<file path="config.mk">
export PLATFORM = sky130hd
export DESIGN_NAME = hmd_halfsum
export DESIGN_NICKNAME = d
export VERILOG_FILES = /design/src/sv/haar_modwt_decompose_defines.svh /design/src/sv/hmd_halfsum.sv
export SDC_FILE = /design/constraint.sdc
export NUM_CORES = 1
export LEC_CHECK = 0
export BUFFER_PORTS_ARGS = -buffer_cell sky130_fd_sc_hd__buf_2
export CAP_MARGIN = 20
export CORE_MARGIN = 8
export CORE_UTILIZATION = 39
export DETAILED_ROUTE_END_ITERATION = 16
export PLACE_DENSITY_LB_ADDON = 0.12
export SYNTH_ARGS = -nofsm -noshare
export SYNTH_HDL_FRONTEND = slang
export SYNTH_SLANG_ARGS = --single-unit
</file>
<file path="constraint.sdc">
create_clock -name vclk -period 6.99
set_input_delay 0.3495 -clock vclk [all_inputs]
set_output_delay 0.3495 -clock vclk [all_outputs]
set_load 0.03 [all_outputs]
</file>
<file path="src/sv/haar_modwt_decompose_defines.svh">
// haar_modwt_decompose_defines.svh
// Assertion macros for the Haar MODWT block; they expect clk and rst in scope.
// No other dependencies.
`ifndef HAAR_MODWT_DECOMPOSE_DEFINES_SVH
`define HAAR_MODWT_DECOMPOSE_DEFINES_SVH
`ifndef ASSERT_OFF
`define HMD_ASSERT(lbl, prop, msg) \
  lbl: assert property (@(posedge clk) disable iff (rst) prop) else $error(msg);
`define HMD_ASSERT_RST(lbl, prop, msg) \
  lbl: assert property (@(posedge clk) prop) else $error(msg);
`else
`define HMD_ASSERT(lbl, prop, msg)
`define HMD_ASSERT_RST(lbl, prop, msg)
`endif
`endif

</file>
<file path="src/sv/hmd_halfsum.sv">
// hmd_halfsum.sv
// Shared add/subtract unit followed by an arithmetic halving (floor of half).
// No dependencies.
`timescale 1ns / 1ps

module hmd_halfsum #(
  parameter int SB = 16
) (
  input  logic [SB-1:0] a,
  input  logic [SB-1:0] b,
  input  logic          sub,
  output logic [SB-1:0] y
);

  logic [SB:0] sum;

  assign sum = sub ? ({a[SB-1], a} - {b[SB-1], b}) : ({a[SB-1], a} + {b[SB-1], b});
  assign y   = sum[SB:1];

endmodule

</file>
==> results.md <==
- GP Congestion: 0.893
- Initial core utilization: 40.8%
- Grt met3 use: 2.43%
- Element type at the critical path start: input pin
- Warnings from Yosys: 0
- Overflow after GRT: 0
- WS Path Type: input pin to output pin
- FF+latch count: 0
- Syn_area_per_cell: 7.08 um2
- Vias in the first global route: 1297
- M1 GR Usage: 14.2%
- Met2 Use GR: 22.3%
- Outcome: completed
- Vias: 1305
- Adder-Cell Fraction of Synth Area: 19.6%
- Top-area cell type share of the netlist area: 17.8%
- Clk_buf instances: 0
- CP Data Arrival Time: 3290 ps
- Final Slew Violations: 0
- Post-synth top area cell: ha_1
- IO Count: 49
- I/O Buffers: 49
- Sequential area share after synthesis: 0%
- DRC violations left: 0
- Commonest cells post-synth: xnor2_1 (22), a21oi_1 (20), ha_1 (16), nor2_1 (16)
- Post-CTS repair timing setup buffer count: 0
- Vias per inst: 5.60
- Initial drt markers: 66
- DRT Pass-1 Iters: 4
- Max-Cap Viols: 0
- Cells after synthesis: 159
- CTS hold repair buffers: 0
- Period minus WS final: 3640 ps
- GRT Overall Usage: 11.9%
- Worst slew pin tran: 449 ps
- ANT cells: 0
- Syn_nets: 209
- Top-count cell post-synth: xnor2_1
- Detailed Route WL: 3150 um
- Die area: 0.00486 mm2
- PD cells: 176 mW/mm2
- Post-Syn Area: 0.00113 mm2
- Post-DP HPWL: 2830 um
- Die Width: 69.7 um
- Antenna violations before repair: 0
- Mux share of post-synthesis cell area: 1.78%
- Setup TNS: 0 ps
- Hold Crit Start: a[15]
- P_leak: 0.640 nW
- Peak VDD IR: 0.108 mV
- # nets final: 254
- HP Class: input pin to output pin
- Slew headroom: 69.8%
- Largest net degree at the start of global routing: 18
- Post-DRT Antenna Nets: 0
- Post-Place Cells: 233
- Synth top area cells: ha_1 (18%), xnor2_1 (17%), a21oi_1 (8.9%), nor2_1 (5.3%), xor2_1 (4.7%)
- Area Growth Syn to Fin: 23.2%
- Critical Path End Type: output pin
- Final Cycle Share: 52.0%
- Ratio of cells with drive above 1 in the final layout: 28.2%
- Synth Area in XOR/XNOR: 21.8%
- Std-Cell Rows: 19
- Max Fclk: 275 MHz
- Detailed-route wire length per cell: 13.5 um
- Post-Synth Simple-Gate Area: 20.7%
- Count of final hold-check violations: 0
- Design area: 0.00139 mm2
- Final setup fails: 0
- Critical Path RT: 6640 ps
- Die height: 69.7 um
- Critical path launch point: b[2]
- First-pass GRT wire length: 5330 um
- Most used routing layer: met2
- RSZ-0062 raised after global routing: false
- Crit Path Max Fanout: 9
- Register area: 0 um2
- Post-CTS sizing: 0
- Placed cell area: 0.00139 mm2
- Final Total Pwr: 0.244 mW
- Post-synth cell types: 37
- Largest family of logic cells by synthesized area: compound AO/OA/AOI/OAI gates
- Post-route insts no fill: 233
- Core area: 0.00276 mm2
- Compound-Gate Fraction of Synth Area: 32.2%
==> cell usage in the layout (no fill, tap or decap), types with 3 or more instances in the layout <==
master	instances
a211oi_1	3
xnor2_1	22
a21o_1	3
inv_1	6
a31oi_1	7
nor2_1	16
xor2_1	6
nor2b_1	4
a21oi_1	20
nand2b_1	5
ha_1	16
o21ai_0	6
nor3_1	6
buf_2	49
nand2_1	7
==> worst paths after layout <==
path,endpoint,slack (ps),cells after the start
worst min-delay path,y[15],1150,4
worst max-delay path,y[15],3350,14
==> logic make-up after synthesis <==
kind of cell,Yosys count
buffers and inverters,12
adder cells (fa/ha/maj),17
multiplexers,2
AND/OR/NAND/NOR,47
XOR/XNOR,28
AO/OA/AOI/OAI,53
==> layout make-up <==
type | count | area (um2)
inverters | 6 | 22.5
multi-input cells | 147 | 1080
well taps | 31 | 38.8
repair buffers | 49 | 245
fillers | 281 | 1370
==> per-layer routing <==
layer	share of wire [%]	routed length, um
met1	43	1340
met2	50	1590
met3	7.1	223
met4	0	0
met5	0	0
==> stage by stage <==
stage	hold WS [ps]	utilization [%]	worst slack [ps]
final	1150	50.3	3350
after global routing	1180	50.3	3090
after CTS	1160	50.3	3350
after detailed placement	1160	50.3	3360
after global placement	1150	50.3	3420
after floorplan	1020	-	3470
==> worst max-delay path, stage by stage <==
cell and delay [ps]:
buf_2 130, nor3_1 400, a21oi_1 180, nor2_1 250, o21ai_0 160, xnor2_1 150
ha_1 380, a21oi_1 160, o22ai_1 100, a221o_1 340, a21o_1 180, a31oi_1 170
xnor2_1 130, buf_2 210
==> where the power goes <==
part | total (mW) | internal [mW] | switching (mW)
logic | 0.244 | 0.0899 | 0.154
registers | 0 | 0 | 0
clock network | 0 | 0 | 0
(Power assumes the default switching activity.)
