<file path="src/sv/haar_modwt_decompose_defines.svh">
// haar_modwt_decompose_defines.svh
// Assertion macros for the Haar MODWT block; they expect clk and rst in scope.
// No other dependencies.
`ifndef HAAR_MODWT_DECOMPOSE_DEFINES_SVH
`define HAAR_MODWT_DECOMPOSE_DEFINES_SVH
`ifndef ASSERT_OFF
`define HMD_ASSERT(lbl, prop, msg) \
  lbl: assert property (@(posedge clk) disable iff (rst) prop) else $error(msg);
`define HMD_ASSERT_RST(lbl, prop, msg) \
  lbl: assert property (@(posedge clk) prop) else $error(msg);
`else
`define HMD_ASSERT(lbl, prop, msg)
`define HMD_ASSERT_RST(lbl, prop, msg)
`endif
`endif

</file>
<file path="src/sv/hmd_pkg.sv">
// hmd_pkg.sv
// Shared constants, codes and types of the Haar MODWT block.
// No dependencies.
`timescale 1ns / 1ps

package hmd_pkg;

  localparam int MAX_LEN_DEF     = 1024;
  localparam int MAX_LEVELS_DEF  = 10;
  localparam int SAMPLE_BITS_DEF = 16;

  localparam int ADDR_W   = 3;
  localparam int DATA_W   = 32;
  localparam int LEVELS_W = 4;
  localparam int ROW_W    = 4;
  localparam int POS_W    = 10;

  // register select is paddr[2]
  localparam logic REG_LEVELS = 1'b0;

  typedef enum logic [1:0] {
    STAT_OK     = 2'd0,
    STAT_LEVELS = 2'd1,
    STAT_RANGE  = 2'd2,
    STAT_DROP   = 2'd3
  } status_t;

  typedef enum logic {
    OP_LOAD = 1'b0,
    OP_READ = 1'b1
  } op_t;

  typedef enum logic [3:0] {
    ST_IDLE,
    ST_RDWAIT,
    ST_START,
    ST_LVL_A,
    ST_LVL_B,
    ST_LVL_DIFF,
    ST_LVL_SUM,
    ST_CP_RD,
    ST_CP_WR
  } state_t;

  typedef struct packed {
    status_t               status;
    logic [LEVELS_W-1:0]   levels_used;
  } res_t;

endpackage

</file>
<file path="src/sv/hmd_skid.sv">
// hmd_skid.sv
// Output register plus one skid entry for result transfers.
// Depends on hmd_pkg.
`timescale 1ns / 1ps

module hmd_skid
  import hmd_pkg::*;
#(
  parameter int SB = SAMPLE_BITS_DEF
) (
  input  logic          clk,
  input  logic          rst,
  input  logic          res_fire,
  input  logic [SB-1:0] res_value,
  input  res_t          res,
  input  logic          out_stall,
  output logic          out_valid,
  output logic [SB-1:0] out_value,
  output res_t          out_res,
  output logic          full
);

  logic          skid_valid;
  logic [SB-1:0] skid_value;
  res_t          skid_res;
  logic          out_free;

  assign out_free = !out_valid || !out_stall;
  assign full     = skid_valid;

  always_ff @(posedge clk) begin
    if (rst) begin
      out_valid  <= 1'b0;
      skid_valid <= 1'b0;
    end else if (out_free) begin
      out_valid  <= skid_valid || res_fire;
      skid_valid <= skid_valid && res_fire;
    end else if (res_fire) begin
      skid_valid <= 1'b1;
    end
  end

  always_ff @(posedge clk) begin
    if (out_free) begin
      if (skid_valid) begin
        out_value  <= skid_value;
        out_res    <= skid_res;
        skid_value <= res_value;
        skid_res   <= res;
      end else if (res_fire) begin
        out_value <= res_value;
        out_res   <= res;
      end
    end else if (res_fire) begin
      skid_value <= res_value;
      skid_res   <= res;
    end
  end

endmodule

</file>
<file path="config.mk">
export PLATFORM = sky130hd
export DESIGN_NAME = hmd_skid
export DESIGN_NICKNAME = d
export VERILOG_FILES = /design/src/sv/haar_modwt_decompose_defines.svh /design/src/sv/hmd_pkg.sv /design/src/sv/hmd_skid.sv
export SDC_FILE = /design/constraint.sdc
export NUM_CORES = 1
export LEC_CHECK = 0
export ABC_AREA = 1
export BUFFER_PORTS_ARGS = -buffer_cell sky130_fd_sc_hd__buf_2
export CAP_MARGIN = 15
export CORE_ASPECT_RATIO = 1.1
export CORE_MARGIN = 2
export CORE_UTILIZATION = 54
export CTS_CLUSTER_SIZE = 30
export DETAILED_ROUTE_END_ITERATION = 8
export HOLD_SLACK_MARGIN = 0.1
export PLACE_DENSITY = 0.83
export SETUP_SLACK_MARGIN = 0.02
export SYNTH_ARGS = -nofsm -noshare
export SYNTH_HDL_FRONTEND = slang
export SYNTH_SLANG_ARGS = --single-unit
</file>
<file path="constraint.sdc">
create_clock -name clk -period 4.5 [get_ports clk]
set_input_delay 0.225 -clock clk [delete_from_list [all_inputs] [get_ports clk]]
set_output_delay 0.225 -clock clk [all_outputs]
set_load 0.03 [all_outputs]
</file>
==> results.md, run 1 <==
- Post-synthesis sequential area ratio: 0.787
- CP Launch Type: flip-flop
- Hold Crit Depth: 3
- Post-Synthesis Cells: 130
- Root buffer cell: clkbuf_4
- Post-CTS sizing: 0
- Setup Skew: 9.50 ps
- Antenna-violating nets left: 0
- Area growth syn-to-layout: 32.7%
- Maximum VDD drop: 0.250 mV
- Hold path startpoint: res_fire
- Worst hold path class: primary input to flip-flop
- Fmax: 532 MHz
- Row Count: 21
- Minimum clock period: 1880 ps
- Synth Register Bits: 46
- Clock sinks: 46
- Initial Util: 0.567
- Worst hold endpoint: full
- Gpl congestion: between 0.7 and 0.8
- Syn Area/Cell: 13.3 sq um
- Grt ovf: 0
- Yosys warning total: 0
- Vias in the first global route: 1,191
- Clock slew at reported path FFs: approximately 130 ps
- Final nets: 232
- Critical Path AT: between 1500 and 2000 ps
- FF-to-FF path depth: 3
- CTS Buf Count: 5
- Clk_lat worst skew: 360 ps
- Relative slew slack: 0.395
- Layout cells sized above 1: 0.285
- Mapped cell area: 1730 sq um
- Hold Buf Count CTS: 23
- R2r startpoint: full
- Vias: 1,201
- Pins Over Slew Limit: 0
- Fill cells: 209
- Pre-Repair DR Iteration Count: 5
- DRT iter0 DRCs: 48
- # diodes: 0
- Leak Pwr: 0.960 nW
- Vias per cell: 4.98
- Die W: 58.0 um
- Setup crit end kind: flip-flop
- Final hold vios: 0
- Die height: roughly 63 um
- Remaining DRCs: 0
- R2R Path End: skid_value[6]
- First-pass GRT wire length: 5430 um
- CTS tree: yes
- Overall die area: 3670 sq um
- Average wire per standard cell: about 14 um
- Pre-CTS setup slack: about 2600 ps
- Antenna violations before repair: 0
- Setup bufs post-CTS: 0
- IO Pins: 50
- Most frequent cells in the layout: buf_2, edfxtp_1, nand2_1
- Reg2Reg Setup Slack: 2620 ps
- Core Box Area: 3050 sq um
- Critical path type: flip-flop to flip-flop
- Final WL: 3390 um
- CTS H-Tree Depth: 2
- Largest net degree at the start of global routing: 49
- Most common cell after layout, fill and taps aside: buf_2
- IO Port Bufs: 49
- Critical Path RT: 4490 ps
- Power Density: 351 nW/um^2
- Library cells used by synthesis: 12
- Worst-Margin Slew: just over 900 ps
- Final Cycle Share: 0.418
- Final setup vio count: 0
- Clock Path Buffers: 2
- RSZ-0062 raised after global routing: false
- Number of max-cap violations: 0
- Hold WS: 176 ps
- Post-route setup slack: 2620 ps
- CP max FO: 48
- Post-DP HPWL: 2110 um
- Final setup TNS: 0 ps
- Syn nets: 156
- Status: finished, final reports clean
- Total GRT Usage: 0.207
through the flow:
step                total power [W]   util  cells  instance area [sq um]
floorplan                  0.000565      -    130                   1730
global placement           0.000594  0.653    209                   1990
detailed placement         0.000600  0.653    209                   1990
CTS                        0.000808  0.748    240                   2280
global route               0.000838  0.753    241                   2290
finish                     0.000806  0.753    241                   2290
registers in the layout, summed over array words and instances, names as in the netlist:
signal / count
out_res: 6
out_valid: 1
full: 1
out_value: 16
skid_res: 6
skid_value: 16
Yosys cell counts:
| master | n | area [sq um] |
|---|---|---|
| clkbuf_1 | 1 | 3.75 |
| nor2_1 | 2 | 7.51 |
| buf_4 | 1 | 7.51 |
| a21oi_1 | 2 | 10.0 |
| dfxtp_1 | 2 | 40.0 |
| edfxtp_1 | 44 | 1320 |
| buf_6 | 2 | 22.5 |
| nand3_1 | 1 | 5.00 |
| nand2_1 | 27 | 101 |
| o21ai_0 | 23 | 115 |
| buf_2 | 1 | 5.00 |
| inv_1 | 24 | 90.1 |
area by class of cell:
type / count / area [sq um] / share of cell area
clock buffer: 7 / 55.1 / 0.0240
multi-input combinational: 55 / 243 / 0.106
clock inverter: 1 / 5.00 / 0.00218
timing repair buffer: 74 / 498 / 0.217
sequential: 46 / 1360 / 0.593
tap: 34 / 42.5 / 0.0185
inverter: 24 / 90.1 / 0.0393
kinds of logic (layout without fill, tap and decap cells):
family | count (synthesis) | in the layout | synth area share
buf+inv | 29 | 106 | 0.0745
simple gates | 30 | 30 | 0.0658
flops | 46 | 46 | 0.787
compound gates | 25 | 25 | 0.0724
worst max path at each step:
stage               start            end  depth (start not counted)
floorplan            full     out_res[0]                          3
global placement     full    skid_res[3]                          3
detailed placement   full    skid_res[3]                          3
CTS                  full  skid_value[8]                          3
global route         full  skid_value[6]                          3
finish               full  skid_value[6]                          3
layer usage:
metal  track usage  wire length, um  part of all wire
met5             0                0                 0
met4        0.0959               57             0.017
met3        0.0431              134             0.040
met2         0.376             1920              0.57
met1         0.223             1270              0.38
power breakdown:
| part | internal [W] | switching (W) | leakage (nW) |
|---|---|---|---|
| logic | 0.0000385 | 0.0000666 | 0.493 |
| registers | 0.000497 | 0.00000580 | 0.432 |
| clock network | 0.0000759 | 0.000123 | 0.0353 |
worst max-delay path: stages, from the launching register on:
cell	delay, ps
dfxtp_1	350
buf_4	360
nand2_1	110
nand2_1	680
Note: power is estimated with default switching activity, not from simulation.
==> run 2, diff against run 1 <==
CORE_UTILIZATION = 50   (was 54)
PLACE_DENSITY = 0.77   (was 0.83)
clock period = 1.9 ns   (was 4.5 ns; I/O delays follow)
==> run 2 against run 1 <==
Sequential power rose by 140%. Die area rose by 7.5%. Largest power group unchanged. Sequential cell count did not move.
==> results.md, run 2 (same netlist as run 1, synthesis figures left out) <==
- Status: finished, final reports clean
- Fmax: 783 MHz (+47%)
- DRT iter0 DRCs: 35 (-27%)
- Pre-Repair DR Iteration Count: 4 (-1)
- CP delay by family, top: buffers and inverters
- Core Box Area: 3330 sq um (+9.3%)
- Relative slew slack: 0.763 (+0.368)
- Antenna violations before repair: 0 (unchanged)
- Vias in the first global route: 1,135 (-4.7%)
- Average wire per standard cell: 12.2 um (-13%)
- First-pass GRT wire length: 4890 um (-9.9%)
- Final setup TNS: 0 ps (unchanged)
- Final nets: 234 (+0.86%)
- Total GRT Usage: 0.178 (-0.0289)
- Row Count: 22 (+4.8%)
- Minimum clock period: 1280 ps (-604 ps)
- Final setup vio count: 0 (unchanged)
- Initial Util: 0.519 (-0.0482)
- Remaining DRCs: 0 (unchanged)
- Largest stage delay, worst path: 550 ps (-130 ps)
- R2r startpoint: full
- Gpl congestion: 0.706 (-3.1%)
- Power Density: 799 nW/um^2 (+130%)
- Most frequent cells in the layout: buf_2, edfxtp_1, nand2_1
- Biggest registers after layout: out_value (16), skid_value (16)
- Most common cell after layout, fill and taps aside: buf_2
- Post-route setup slack: 622 ps (-2000 ps)
- Grt ovf: 0 (unchanged)
- Worst setup path start: full
- Final hold vios: 0 (unchanged)
- Final WL: 3140 um (-7.3%)
- Die height: 65.7 um (+3.7%)
- Post-DP HPWL: 1940 um (-7.8%)
- Worst-Margin Slew: 356 ps (-550 ps)
- Die W: 60.1 um (+3.6%)
- WP buf/inv: 1 (unchanged)
- Critical path type: flip-flop to flip-flop
- CTS tree: yes
- IO Pins: 50 (unchanged)
- CP max-delay cell: dlygate4sd3_1
- RSZ-0062 raised after global routing: false
- Setup Skew: 9.68 ps (+0.179 ps)
- Critical Path AT: 1530 ps (-340 ps)
- CTS Buf Count: 5 (unchanged)
- Overall die area: 3950 sq um (+7.5%)
- Vias: 1,183 (-1.5%)
- Worst hold path class: primary input to flip-flop
- Number of max-cap violations: 0 (unchanged)
- CP max FO: 6 (-88%)
- Clock sinks: 46 (unchanged)
- Setup bufs post-CTS: 0 (unchanged)
- CP Launch Type: flip-flop
- Final Cycle Share: 0.672 (+0.254)
- Maximum VDD drop: 0.414 mV (+65%)
- Pre-CTS setup slack: 683 ps (-1950 ps)
- Clock slew at reported path FFs: 110 ps (-20 ps)
- # diodes: 0 (unchanged)
- Clock Path Buffers: 2 (unchanged)
- Critical Path RT: 2150 ps (-2340 ps)
- Clk_lat worst skew: 360 ps (about the same)
- Setup crit end kind: flip-flop
- Fin cells: 257 (+6.6%)
- Leak Pwr: 0.970 nW (+1.0%)
- Pins Over Slew Limit: 0 (unchanged)
- Largest net degree at the start of global routing: 45 (-8.2%)
- Vias per cell: 4.60 (-7.6%)
- Fill cells: 221 (+5.7%)
- Layout cells sized above 1: 0.282 (-0.00273)
- Hold path startpoint: res_fire
- Crit path cell chain: nor2_1 > a21oi_1 > dlygate4sd3_1
- Root buffer cell: clkbuf_4
- IO Port Bufs: 49 (unchanged)
- # placed instances: 225 (+7.7%)
- Antenna-violating nets left: 0 (unchanged)
- CTS H-Tree Depth: 2 (unchanged)
- Area growth syn-to-layout: 35.2%
==> run 2: cell count changes in the layout (fill, tap and decap cells not counted) <==
cell / delta
buf_12: +2
buf_8: -1
clkinv_1: +1
clkbuf_8: -1
dlygate4sd3_1: +1
==> run 2: what timing repair did <==
action	CTS	global route
hold buffers	24	0
endpoints found under the hold margin	40	0
resized for setup	0	0
==> run 2: metrics by stage <==
step	instance area [sq um]	util	power [W]	hold slack, ps
final	2340	0.702	0.00187	115
after global routing	2340	0.702	0.00194	118
after CTS	2340	0.702	0.00188	100
after detailed placement	2050	0.615	0.00143	283
after global placement	2050	0.615	0.00142	266
after floorplan	1730	-	0.00134	164
==> run 2: worst paths after layout <==
path / to / slack [ps] / cells past startpoint
max: out_valid / 620 / 3
min: full / 120 / 3
max reg2reg: out_valid / 620 / 3
min reg2reg: out_value[6] / 530 / 2
==> run 2: metal layers <==
layer | vias up | wire [um] | global-route usage
met5 | - | 0 | 0
met3 | 7 | 122 | 0.0492
li1 | 589 | - | -
met2 | 37 | 1660 | 0.311
met1 | 550 | 1280 | 0.181
met4 | 0 | 79 | 0.111
==> run 2: final cells by class <==
type	instances	area [sq um]	area share
timing repair buffer	76	533	0.228
sequential	46	1360	0.582
clock inverter	2	8.76	0.00375
tap	48	60.1	0.0257
multi-input combinational	55	243	0.104
inverter	24	90.1	0.0385
clock buffer	6	41.3	0.0177
==> run 2: power breakdown <==
| part | internal, W | total [W] | switching, W |
|---|---|---|---|
| Sequential | 0.00118 | 0.00119 | 0.0000146 |
| Combinational | 0.0000991 | 0.000253 | 0.000154 |
| Clock | 0.000139 | 0.000424 | 0.000285 |
==> run 2: tightest hold or removal path: cells and delay by family <==
family          cells  cell delay [ps]
compound gates      1               90
simple gates        1              130
buf+inv             1              110
==> run 3, diff against run 2 <==
CORE_UTILIZATION = 45   (was 50)
PLACE_DENSITY = 0.74   (was 0.77)
clock period = 1.12 ns   (was 1.9 ns; I/O delays follow)
==> run 3 against run 2 <==
Wire length rose by 5.0%. Final cell count is 1.2% higher. Sequential cell count unchanged. Global-route usage is 1.9 points lower. Utilization shrank 2.3 points. Clock skew fell by 4.8 ps. Maximum frequency rose by 19%. Sequential share of layout area fell by 3.0 points. Non-clock buffer count down 1. Critical path type unchanged. Highest routed layer unchanged.
==> results.md, run 3 (same netlist as run 1, synthesis figures left out) <==
- Status: finished, final reports clean
- Clock Path Buffers: 2 (unchanged)
- Area occupied by multi-input gates: 312 sq um (+28%)
- Hold path startpoint: res_fire
- Switch share: 0.214 (-0.0291)
- Sw Pwr: 0.000827 W (+82%)
- Vias in the first global route: 1,228 (+8.2%)
- Clock sinks: 46 (unchanged)
- IO Pins: 50 (unchanged)
- Clk_lat worst skew: 300 ps (-60 ps)
- Critical Path RT: 1130 ps (-1020 ps)
- Layout cells sized above 1: 0.324 (+0.0415)
- Worst setup path start: out_valid
- Pre-CTS setup slack: 17.3 ps (-666 ps)
- Root buffer cell: clkbuf_8
- Core Box Area: 3650 sq um (+9.7%)
- CTS Buf Count: 5 (unchanged)
- Leak Pwr: 1.02 nW (+5.5%)
- Initial Util: 0.473 (-0.0460)
- P_int: 0.00304 W (+120%)
- Power Density: 1560 nW/um^2 (+95%)
- Fmax: 930 MHz (+19%)
- Critical path type: flip-flop to flip-flop
- Clock slew at reported path FFs: 80 ps (-30 ps)
- Area growth syn-to-layout: 43.4%
- Pins Over Slew Limit: 0 (unchanged)
- Biggest registers after layout: out_value (16), skid_value (16)
- Largest stage delay, worst path: 370 ps (-180 ps)
- Total GRT Usage: 0.159 (-0.0192)
- RSZ-0062 raised after global routing: true
- R2r startpoint: out_valid
- Number of max-cap violations: 0 (unchanged)
- # diodes: 0 (unchanged)
- Post-route setup slack: 44.6 ps (-578 ps)
- Setup crit end kind: flip-flop
- Relative slew slack: 0.869 (+0.107)
- Pre-Repair DR Iteration Count: 4 (unchanged)
- Final setup vio count: 0 (unchanged)
- Worst hold path class: primary input to flip-flop
- Final nets: 235 (+0.43%)
- Gpl congestion: 0.697 (-1.3%)
- Antenna-violating nets left: 0 (unchanged)
- Post-Place Cell Area: 2080 sq um (+1.7%)
- Most frequent cells in the layout: buf_2, edfxtp_1, nand2_1
- Fill cells: 269 (+22%)
- Sequential Power Share: 0.523 (-0.114)
- Die height: 69.0 um (+5.1%)
- Average wire per standard cell: 12.7 um (+3.8%)
- CP max FO: 5 (-1)
- DRT iter0 DRCs: 45 (+29%)
- Largest net degree at the start of global routing: 25 (-44%)
- Crit path cell chain: nand2_1 > nand2_4 > nand2_2
- Final Cycle Share: 0.960 (+0.288)
- CP max-delay cell: dfxtp_4
- Minimum clock period: 1080 ps (-202 ps)
- Vias: 1,201 (+1.5%)
- Overall die area: 4360 sq um (+10%)
- IO Port Bufs: 49 (unchanged)
- Row Count: 23 (+4.5%)
- CP Launch Type: flip-flop
- Critical Path AT: 1090 ps (-440 ps)
- CTS H-Tree Depth: 2 (unchanged)
- Most common cell after layout, fill and taps aside: buf_2
- Post-DP HPWL: 2200 um (+13%)
- Final hold vios: 0 (unchanged)
- Clock power share: 0.364 (+0.137)
- Remaining DRCs: 0 (unchanged)
- Final setup TNS: 0 ps (unchanged)
- WP buf/inv: 0 (-1)
- Setup bufs post-CTS: 0 (unchanged)
- Antenna violations before repair: 0 (unchanged)
- CTS tree: yes
- Combinational cell fraction of total power: 0.114 (-0.022)
- CP delay by family, top: simple AND/OR/NAND/NOR gates
- Grt ovf: 0 (unchanged)
- Reg area: 1370 sq um (+0.55%)
- Design area: 2480 sq um (+6.1%)
- Maximum VDD drop: 1.12 mV (+170%)
- Vias per cell: 4.62 (+0.35%)
- Die W: 63.1 um (+5.1%)
- First-pass GRT wire length: 5130 um (+4.8%)
- Setup Skew: 4.86 ps (-4.81 ps)
- Final WL: 3300 um (+5.0%)
- Worst-Margin Slew: 194 ps (-162 ps)
[run 3: cell count changes in the layout (fill, tap and decap cells not counted), moves of 2 or more]
cell / change
dfxtp_4: +2
clkbuf_4: -5
clkbuf_8: +5
nand2_1: -2
bufinv_16: +2
dfxtp_1: -2
nand2_4: +2
[run 3: worst paths after layout]
check / slack (ps) / depth (start not counted) / end
max: 40 / 3 / skid_res[3]
min: 130 / 3 / full
max reg2reg: 40 / 3 / skid_res[3]
min reg2reg: 540 / 2 / out_value[0]
[run 3: cell type report]
class                   instances  share of cell area
flip-flops and latches         46               0.552
repair buffers                 75               0.207
multi-input cells              57               0.126
inverters                      24              0.0363
clock buffers                   5              0.0277
clock inverters                 3              0.0257
well taps                      50              0.0252
[run 3: power by group through the flow]
stage / registers, W / clock network, W / logic [W]
after global routing: 0.00203 / 0.00149 / 0.000474
after CTS: 0.00202 / 0.00143 / 0.000437
final: 0.00202 / 0.00141 / 0.000439
after detailed placement: 0.00206 / 0 / 0.000369
after global placement: 0.00205 / 0 / 0.000357
after floorplan: 0.00218 / 0 / 0.0000971
[run 3: metal layers]
layer | track usage | wire length, um | vias up
met5 | 0 | 0 | -
met4 | 0.0765 | 63 | 0
met3 | 0.0701 | 193 | 7
met2 | 0.281 | 1750 | 40
met1 | 0.154 | 1300 | 555
li1 | - | - | 599
[run 3: worst reg2reg max path, stage by stage, from the launching register on]
cell	delay (ps)
dfxtp_4	370
nand2_1	140
nand2_4	120
nand2_2	160
[run 3: timing repair]
item	4_1_cts	5_1_grt
gates cloned	1	1
pin swaps	1	1
setup endpoints to repair	22	30
hold endpoints to repair	26	0
hold buffers	23	0
gates resized for setup	1	3
[run 3: through the flow]
stage	utilization	total power (W)	hold slack [ps]	instances
5_1_grt	0.679	0.00399	125	260
3_3_place_gp	0.569	0.00241	221	227
2_1_floorplan	-	0.00228	118	130
4_1_cts	0.673	0.00389	108	259
6_report	0.679	0.00387	132	260
3_5_place_dp	0.569	0.00243	229	227
